<file path="src/rtl/rsd_pkg.sv">
package rsd_pkg;

    typedef logic signed [15:0] coord_t;
    typedef logic signed [16:0] diff_t;
    typedef logic signed [33:0] prod_t;
    typedef logic signed [34:0] cross_t;

    localparam int S_TDATA_W = 112;
    localparam int M_TDATA_W = 24;
    localparam int DIST_W    = 17;
    localparam logic [DIST_W-1:0] DIST_MAX = '1;

    localparam logic ACT_LOAD = 1'b0;
    localparam logic ACT_CAST = 1'b1;

    typedef struct packed {
        logic        start;
        logic [34:0] num;
        logic [34:0] den;
        diff_t       d1x;
        diff_t       d1y;
    } dist_req_t;

    typedef struct packed {
        logic              done;
        logic [DIST_W-1:0] distance;
    } dist_rsp_t;

endpackage

</file>
<file path="src/rtl/rsd_dist.sv">
module rsd_dist (
    input  logic               aclk,
    input  logic               aresetn,
    input  rsd_pkg::dist_req_t req,
    output rsd_pkg::dist_rsp_t rsp
);
    import rsd_pkg::*;

    localparam logic [2:0] D_IDLE = 3'd0;
    localparam logic [2:0] D_DIV  = 3'd1;
    localparam logic [2:0] D_SQX  = 3'd2;
    localparam logic [2:0] D_SQY  = 3'd3;
    localparam logic [2:0] D_SUM  = 3'd4;
    localparam logic [2:0] D_SQRT = 3'd5;
    localparam logic [2:0] D_MUL  = 3'd6;
    localparam logic [2:0] D_RND  = 3'd7;

    logic [2:0]  state_reg, state_next;
    logic [4:0]  cnt_reg, cnt_next;
    logic [34:0] rem_reg, rem_next;
    logic [34:0] den_reg, den_next;
    logic [31:0] q_reg, q_next;
    logic [16:0] ax_reg, ax_next;
    logic [16:0] ay_reg, ay_next;
    logic [56:0] prod_reg, prod_next;
    logic [49:0] rad_reg, rad_next;
    logic [26:0] srem_reg, srem_next;
    logic [24:0] root_reg, root_next;
    logic        done_reg, done_next;
    logic [DIST_W-1:0] dist_reg, dist_next;

    logic [35:0] div_sh;
    logic [28:0] sq_sh;
    logic [28:0] sq_trial;
    logic [31:0] mul_a;
    logic [24:0] mul_b;
    logic [57:0] rnd_sum;

    assign div_sh   = {rem_reg, 1'b0};
    assign sq_sh    = {srem_reg, rad_reg[49:48]};
    assign sq_trial = {2'b00, root_reg, 2'b01};
    assign rnd_sum  = {1'b0, prod_reg} + (58'd1 << 39);

    always_comb begin
        case (state_reg)
            D_SQX: begin
                mul_a = {15'd0, ax_reg};
                mul_b = {8'd0, ax_reg};
            end
            D_SQY: begin
                mul_a = {15'd0, ay_reg};
                mul_b = {8'd0, ay_reg};
            end
            default: begin
                mul_a = q_reg;
                mul_b = root_reg;
            end
        endcase
    end

    always_comb begin
        state_next = state_reg;
        cnt_next   = cnt_reg;
        rem_next   = rem_reg;
        den_next   = den_reg;
        q_next     = q_reg;
        ax_next    = ax_reg;
        ay_next    = ay_reg;
        prod_next  = prod_reg;
        rad_next   = rad_reg;
        srem_next  = srem_reg;
        root_next  = root_reg;
        done_next  = 1'b0;
        dist_next  = dist_reg;
        case (state_reg)
            D_IDLE: begin
                if (req.start) begin
                    rem_next   = req.num;
                    den_next   = req.den;
                    q_next     = '0;
                    cnt_next   = 5'd31;
                    ax_next    = req.d1x[16] ? 17'(-req.d1x) : 17'(req.d1x);
                    ay_next    = req.d1y[16] ? 17'(-req.d1y) : 17'(req.d1y);
                    state_next = D_DIV;
                end
            end
            D_DIV: begin
                // one quotient bit per cycle, remainder stays below den
                if (div_sh >= {1'b0, den_reg}) begin
                    rem_next = 35'(div_sh - {1'b0, den_reg});
                    q_next   = {q_reg[30:0], 1'b1};
                end else begin
                    rem_next = div_sh[34:0];
                    q_next   = {q_reg[30:0], 1'b0};
                end
                cnt_next = cnt_reg - 5'd1;
                if (cnt_reg == 5'd0) begin
                    state_next = D_SQX;
                end
            end
            D_SQX: begin
                prod_next  = 57'(mul_a * mul_b);
                state_next = D_SQY;
            end
            D_SQY: begin
                rad_next   = {1'b0, prod_reg[32:0], 16'd0};
                prod_next  = 57'(mul_a * mul_b);
                state_next = D_SUM;
            end
            D_SUM: begin
                rad_next   = rad_reg + {1'b0, prod_reg[32:0], 16'd0};
                srem_next  = '0;
                root_next  = '0;
                cnt_next   = 5'd24;
                state_next = D_SQRT;
            end
            D_SQRT: begin
                // one root bit per cycle from the top two radicand bits
                if (sq_sh >= sq_trial) begin
                    srem_next = 27'(sq_sh - sq_trial);
                    root_next = {root_reg[23:0], 1'b1};
                end else begin
                    srem_next = sq_sh[26:0];
                    root_next = {root_reg[23:0], 1'b0};
                end
                rad_next = {rad_reg[47:0], 2'b00};
                cnt_next = cnt_reg - 5'd1;
                if (cnt_reg == 5'd0) begin
                    state_next = D_MUL;
                end
            end
            D_MUL: begin
                prod_next  = 57'(mul_a * mul_b);
                state_next = D_RND;
            end
            D_RND: begin
                dist_next  = (rnd_sum[57:40] > {1'b0, DIST_MAX}) ? DIST_MAX
                                                                 : rnd_sum[56:40];
                done_next  = 1'b1;
                state_next = D_IDLE;
            end
            default: state_next = D_IDLE;
        endcase
    end

    always_ff @(posedge aclk) begin
        if (!aresetn) begin
            state_reg <= D_IDLE;
            done_reg  <= 1'b0;
        end else begin
            state_reg <= state_next;
            done_reg  <= done_next;
        end
        cnt_reg  <= cnt_next;
        rem_reg  <= rem_next;
        den_reg  <= den_next;
        q_reg    <= q_next;
        ax_reg   <= ax_next;
        ay_reg   <= ay_next;
        prod_reg <= prod_next;
        rad_reg  <= rad_next;
        srem_reg <= srem_next;
        root_reg <= root_next;
        dist_reg <= dist_next;
    end

    assign rsp.done     = done_reg;
    assign rsp.distance = dist_reg;

    a_start_busy: assert property (@(posedge aclk) disable iff (!aresetn)
        (req.start && state_reg == D_IDLE) |=> state_reg == D_DIV)
        else $error("divider did not start");
    a_done_pulse: assert property (@(posedge aclk) disable iff (!aresetn)
        done_reg |-> $past(state_reg) == D_RND)
        else $error("done without rounding step");
    a_idle_done: assert property (@(posedge aclk) disable iff (!aresetn)
        done_reg |-> state_reg == D_IDLE)
        else $error("done while busy");

endmodule

</file>
<file path="config.mk">
export PLATFORM = sky130hd
export DESIGN_NAME = rsd_dist
export DESIGN_NICKNAME = d
export VERILOG_FILES = /design/src/rtl/rsd_pkg.sv /design/src/rtl/rsd_dist.sv
export SDC_FILE = /design/constraint.sdc
export NUM_CORES = 2
export LEC_CHECK = 0
export ABC_AREA = 0
export CORE_MARGIN = 3
export CORE_UTILIZATION = 54
export CTS_CLUSTER_DIAMETER = 100
export DETAILED_ROUTE_END_ITERATION = 7
export DONT_BUFFER_PORTS = 1
export GPL_ROUTABILITY_DRIVEN = 0
export PLACE_DENSITY = 0.8
export SYNTH_ARGS = -nofsm -noshare
export SYNTH_HDL_FRONTEND = slang
export SYNTH_SLANG_ARGS = --single-unit
</file>
<file path="constraint.sdc">
create_clock -name aclk -period 14.71 [get_ports aclk]
set_input_delay 2.2065 -clock aclk [delete_from_list [all_inputs] [get_ports aclk]]
set_output_delay 2.2065 -clock aclk [all_outputs]
set_load 0.02 [all_outputs]
</file>
---- Word level (Yosys, flattened, before mapping) ----
Index checks and enable logic that the tools add are counted.
cells by class
  $add $sub $neg .......................... 7
  order comparisons ....................... 3
  eq/ne operators ......................... 10
  reductions and logical operators ........ 12
  multipliers ............................. 1
  mux-type cells .......................... 22
operators with widths
  kind                                                                               number
  50-bit case mux with 3 select lines                                                1
  32-bit case mux with 2 select lines                                                2
  25-bit case mux with 2 select lines                                                2
  35-bit two-way mux                                                                 2
  35-bit case mux with 2 select lines                                                1
  57-bit by 40-bit adder with 58-bit output, second input constant                   1
  32-bit by 25-bit multiplier with 57-bit output                                     1
  27-bit case mux with 2 select lines                                                1
  50-bit by 49-bit adder with 50-bit output                                          1
  36-bit by 35-bit greater-or-equal comparator with 1-bit output                     1
  35-bit subtractor                                                                  1
  17-bit negation                                                                    2
  16-bit two-way mux                                                                 2
  32-bit two-way mux                                                                 1
  29-bit by 27-bit greater-or-equal comparator with 1-bit output                     1
  27-bit two-way mux                                                                 1
  27-bit subtractor                                                                  1
  3-bit case mux with 8 select lines                                                 1
  18-bit by 17-bit greater-than comparator with 1-bit output, second input constant  1
  5-bit case mux with 3 select lines                                                 1
  3-bit equality test, second input constant                                         4
  3-bit two-way mux                                                                  3
  3-bit by 2-bit equality test with 1-bit output, second input constant              2
  2-bit != test, second input constant                                               3
  12 further kinds                                                                   18
word-level totals
  logic and storage cells ................. 70
  bits in registers ....................... 321
  output and inout bits ................... 18

---- Depth between registers and ports, before layout ----
  depth in word-level cells ............... 4
  depth in mapped cells ................... 32

---- Least setup slack after synthesis ----
OpenSTA, ideal clock, no wires.
  path type ............................... register to register
  start ................................... reg state_reg[1]
  end ..................................... reg prod_reg[56], data pin
  setup slack ............................. 6.663 ns
  stages on the path, launching flop included .. 30
  data arrival time ....................... 7.787 ns
  required time ........................... 14.450 ns
  period minus slack after synthesis ...... 8.047 ns
  library setup time ...................... 0.260 ns
  path through ............................ dfxtp_1 > clkbuf_1 > nor2b_1 > clkbuf_1 > clkbuf_1 > clkbuf_1 > o21a_1 > clkbuf_1 > nand2_1 > fa_1 > inv_1 > fa_1 > fa_1 > fa_1 > fa_1 > fa_1 > inv_1 > fa_1 > inv_1 > ha_1 > clkbuf_1 > o21ai_0 > nor2_1 > nor2_1 > a21oi_1 > a211o_1 > a221o_1 > a222oi_1 > a31oi_1 > xnor2_1
on the way
  cells in the longest elaborated chain, start to end .. 3
RTL lines
  what                                                                                               RTL line                                           RTL
  from (decl)                                                                                        rsd_dist.sv:18                                     logic [2:0] state_reg, state_next;
  from (signal assigned)                                                                             rsd_dist.sv:151                                    state_reg <= state_next;
  3-bit by 2-bit equality test with 1-bit output                                                     rsd_dist.sv:45, rsd_dist.sv:75
  32-bit case mux with 2 select lines / 25-bit case mux with 2 select lines (equally long branches)  rsd_dist.sv:45                                     case (state_reg)
  32-bit by 25-bit multiplier with 57-bit output (*)                                                 rsd_dist.sv:102, rsd_dist.sv:107, rsd_dist.sv:133
  to (signal assigned)                                                                               rsd_dist.sv:160                                    prod_reg <= prod_next;
  to (decl)                                                                                          rsd_dist.sv:25                                     logic [56:0] prod_reg, prod_next;
Every way passes the cells marked *; elsewhere a longest branch is shown, timed or not.
A chain may end at the register's enable or synchronous reset.

---- Worst setup path in the final report ----
  start ................................... reg state_reg[1]
  end ..................................... reg prod_reg[43], data pin
Same word-level chain as after synthesis.

==> results.cfg <==
[grt]
grt_max_degree = 85
grt_pass1_vias = 35895
grt_overflow = 0
groute.usage.overall_pct = 31.0
grt_pass1_wl_um = 198000
antenna_found_initial = 3

[clock_network]
cts-resized-gates = 0
cts_made_buffers = 36
clk_pin_slew_ns = 0.06
cts_tree = done
cts_buffer_depth = 3
hold_buffers = 0
h-tree-depth = 2
cts_root_buffer = clkbuf_16
clk_latency_ns = 0.59
cts_sinks = 299
post-cts-setup-buffer-count = 0

[final_layout]
largest_reg_flops = 51
final_area_um2 = 45500
syn_to_final_growth_pct = 4.99
layout-drive-gt1-share_pct = 3.86
nets = 5720

[synthesis]
synth.area.top_cells = fa_1 32%, edfxtp_1 20%, ha_1 8.4%
avgSynthCellArea_um2 = 9.08
ys_async_sr_fraction_pct = 0
ys_ff_latch = 299
synth_top_area_share_pct = 31.8
synth-seq-area-share_pct = 20.6
yosys_warnings = 0
synth.net_count = 5859
yosysTopAreaCell = fa_1
synthCells = 4771
synth-edff-count = 295
synth_common_cells = 852 x inv_1, 689 x fa_1, 545 x nor2_1, 537 x nand2_1, 295 x edfxtp_1
synth.distinct_cells = 88
syn_area_um2 = 43300
synthFlopType = edfxtp_1
synth.most_common_cell = inv_1

[worst_hold_path]
hold_path_depth = 2
hold_class = flip-flop to flip-flop

[sta]
skew_ns = 0.0565
fin_crit_ns = 10.03
rsz0062_at_grt = false
hold_viol = 0
finalSetupViolations = 0
fin_setup_tns_ns = 0
max_slew.worst_pin.slew_ns = 1.40
hold_slack_ns = 0.574
slew_headroom_pct = 5.75
setup_ws_ns = 4.68
fmax_ghz = 0.0997
post-route-period-util_pct = 68.2
drv_slew = 0

[placed_design]
post-place-ws_ns = 5.05
portBuffers = 0
dp_hpwl_um = 97600
placed_area_um2 = 44300

[routing]
drc = 0
vias_per_cell = 6.15
vias = 35141
drt-total-wl_um = 128000
wl_per_cell_um = 22.5
drtAntennaViolNets = 0
first_iter_violations = 4113
dr.pass1.iters = 7

[floorplanning]
die_w_um = 289
design.core.area_um2 = 79300
dieArea_um2 = 83700
rows = 103
die_y_um = 289
io_pins = 125
start_util_pct = 54.7

[worst_setup_path]
r2r_slack_ns = 4.68
start_kind = flip-flop
critPathMaxFanout = 81
cp.arrival_ns = 10.36
endpoint_kind = flip-flop
path_class = flip-flop to flip-flop
worst_r2r_path_depth = 27
crit_required_ns = 15.04

[run]
drv_cap = 0

[run_status]
status = finished clean
==> critical path, cell delays in order, from the launching register on <==
cell and delay, ns:
dfxtp_1 0.73, nor2b_4 0.25, buf_4 0.71, nand2_1 0.36
o21ai_1 0.81, nor2_1 0.16, fa_1 0.49, fa_1 0.56
inv_1 0.06, fa_1 0.53, inv_1 0.05, fa_1 0.43
fa_1 0.51, fa_1 0.49, inv_1 0.05, fa_1 0.52
inv_1 0.04, ha_1 0.37, a21oi_1 0.27, o21bai_1 0.09
a21o_1 0.20, o21ai_0 0.18, a21oi_1 0.11, o41ai_1 1.05
o41ai_1 0.19, buf_4 0.23, a31oi_1 0.19, xnor2_1 0.08
==> through the flow <==
stage	instances	utilization, %
after floorplan	4771	-
after global placement	5644	55.8
after detailed placement	5644	55.8
after CTS	5709	57.4
after global routing	5711	57.4
final	5711	57.4
==> layout make-up <==
| cell class | instances | area, µm² |
|---|---|---|
| antenna | 2 | 5.00 |
| clock buffer | 39 | 912 |
| clock inverter | 26 | 295 |
| fill | 6621 | 33800 |
| inverter | 853 | 3200 |
| multi-input combinational | 3387 | 30400 |
| sequential | 299 | 8940 |
| tap | 1050 | 1310 |
| timing repair buffer | 55 | 413 |
==> layer usage <==
layer / routed length, µm / global-route usage, %
met1: 45500 / 38.9
met2: 56300 / 47.4
met3: 16900 / 9.60
met4: 9610 / 18.4
met5: 13 / 0
==> cell usage in the layout, fill, tap and decap left out, drive strengths merged, types with 16 or more instances in the layout <==
cell type    n
a21boi      16
o21bai      20
o211ai      21
buf         55
nor3        31
nand2      537
nor2b       22
and2        30
o21a        44
a211oi      21
nand4       27
clkinv      18
xnor2      100
a31oi       35
clkbuf      39
nand3      110
a21o        62
edfxtp     295
nor2       545
ha         292
inv        853
mux2i       28
o21ai      200
nand2b      34
and3       112
a21oi      195
fa         689
xor2        55
o31ai       37
==> path summary, 6_finish.rpt <==
path / startpoint / endpoint
worst max-delay path: state_reg[1] / prod_reg[43]
worst min-delay path: prod_reg[6] / rad_reg[22]
worst min register to register: prod_reg[6] / rad_reg[22]
worst max register to register: state_reg[1] / prod_reg[43]
==> cell families (layout without fill, tap and decap cells) <==
kind of cell	Yosys count	after routing	synth area share [%]
other	0	2	0
buffers and inverters	1085	973	9.51
muxes	29	29	0.673
xor gates and xnor gates	155	155	3.13
DFF	299	299	20.6
AOI/OAI and AO/OA	722	722	10.6
and+or+nand+nor	1500	1500	15.2
adders and majority gates	981	981	40.3
Power is left out: the tool's default activity adds up to more than one toggle a clock period on the data nets, which glitch-free logic cannot reach.
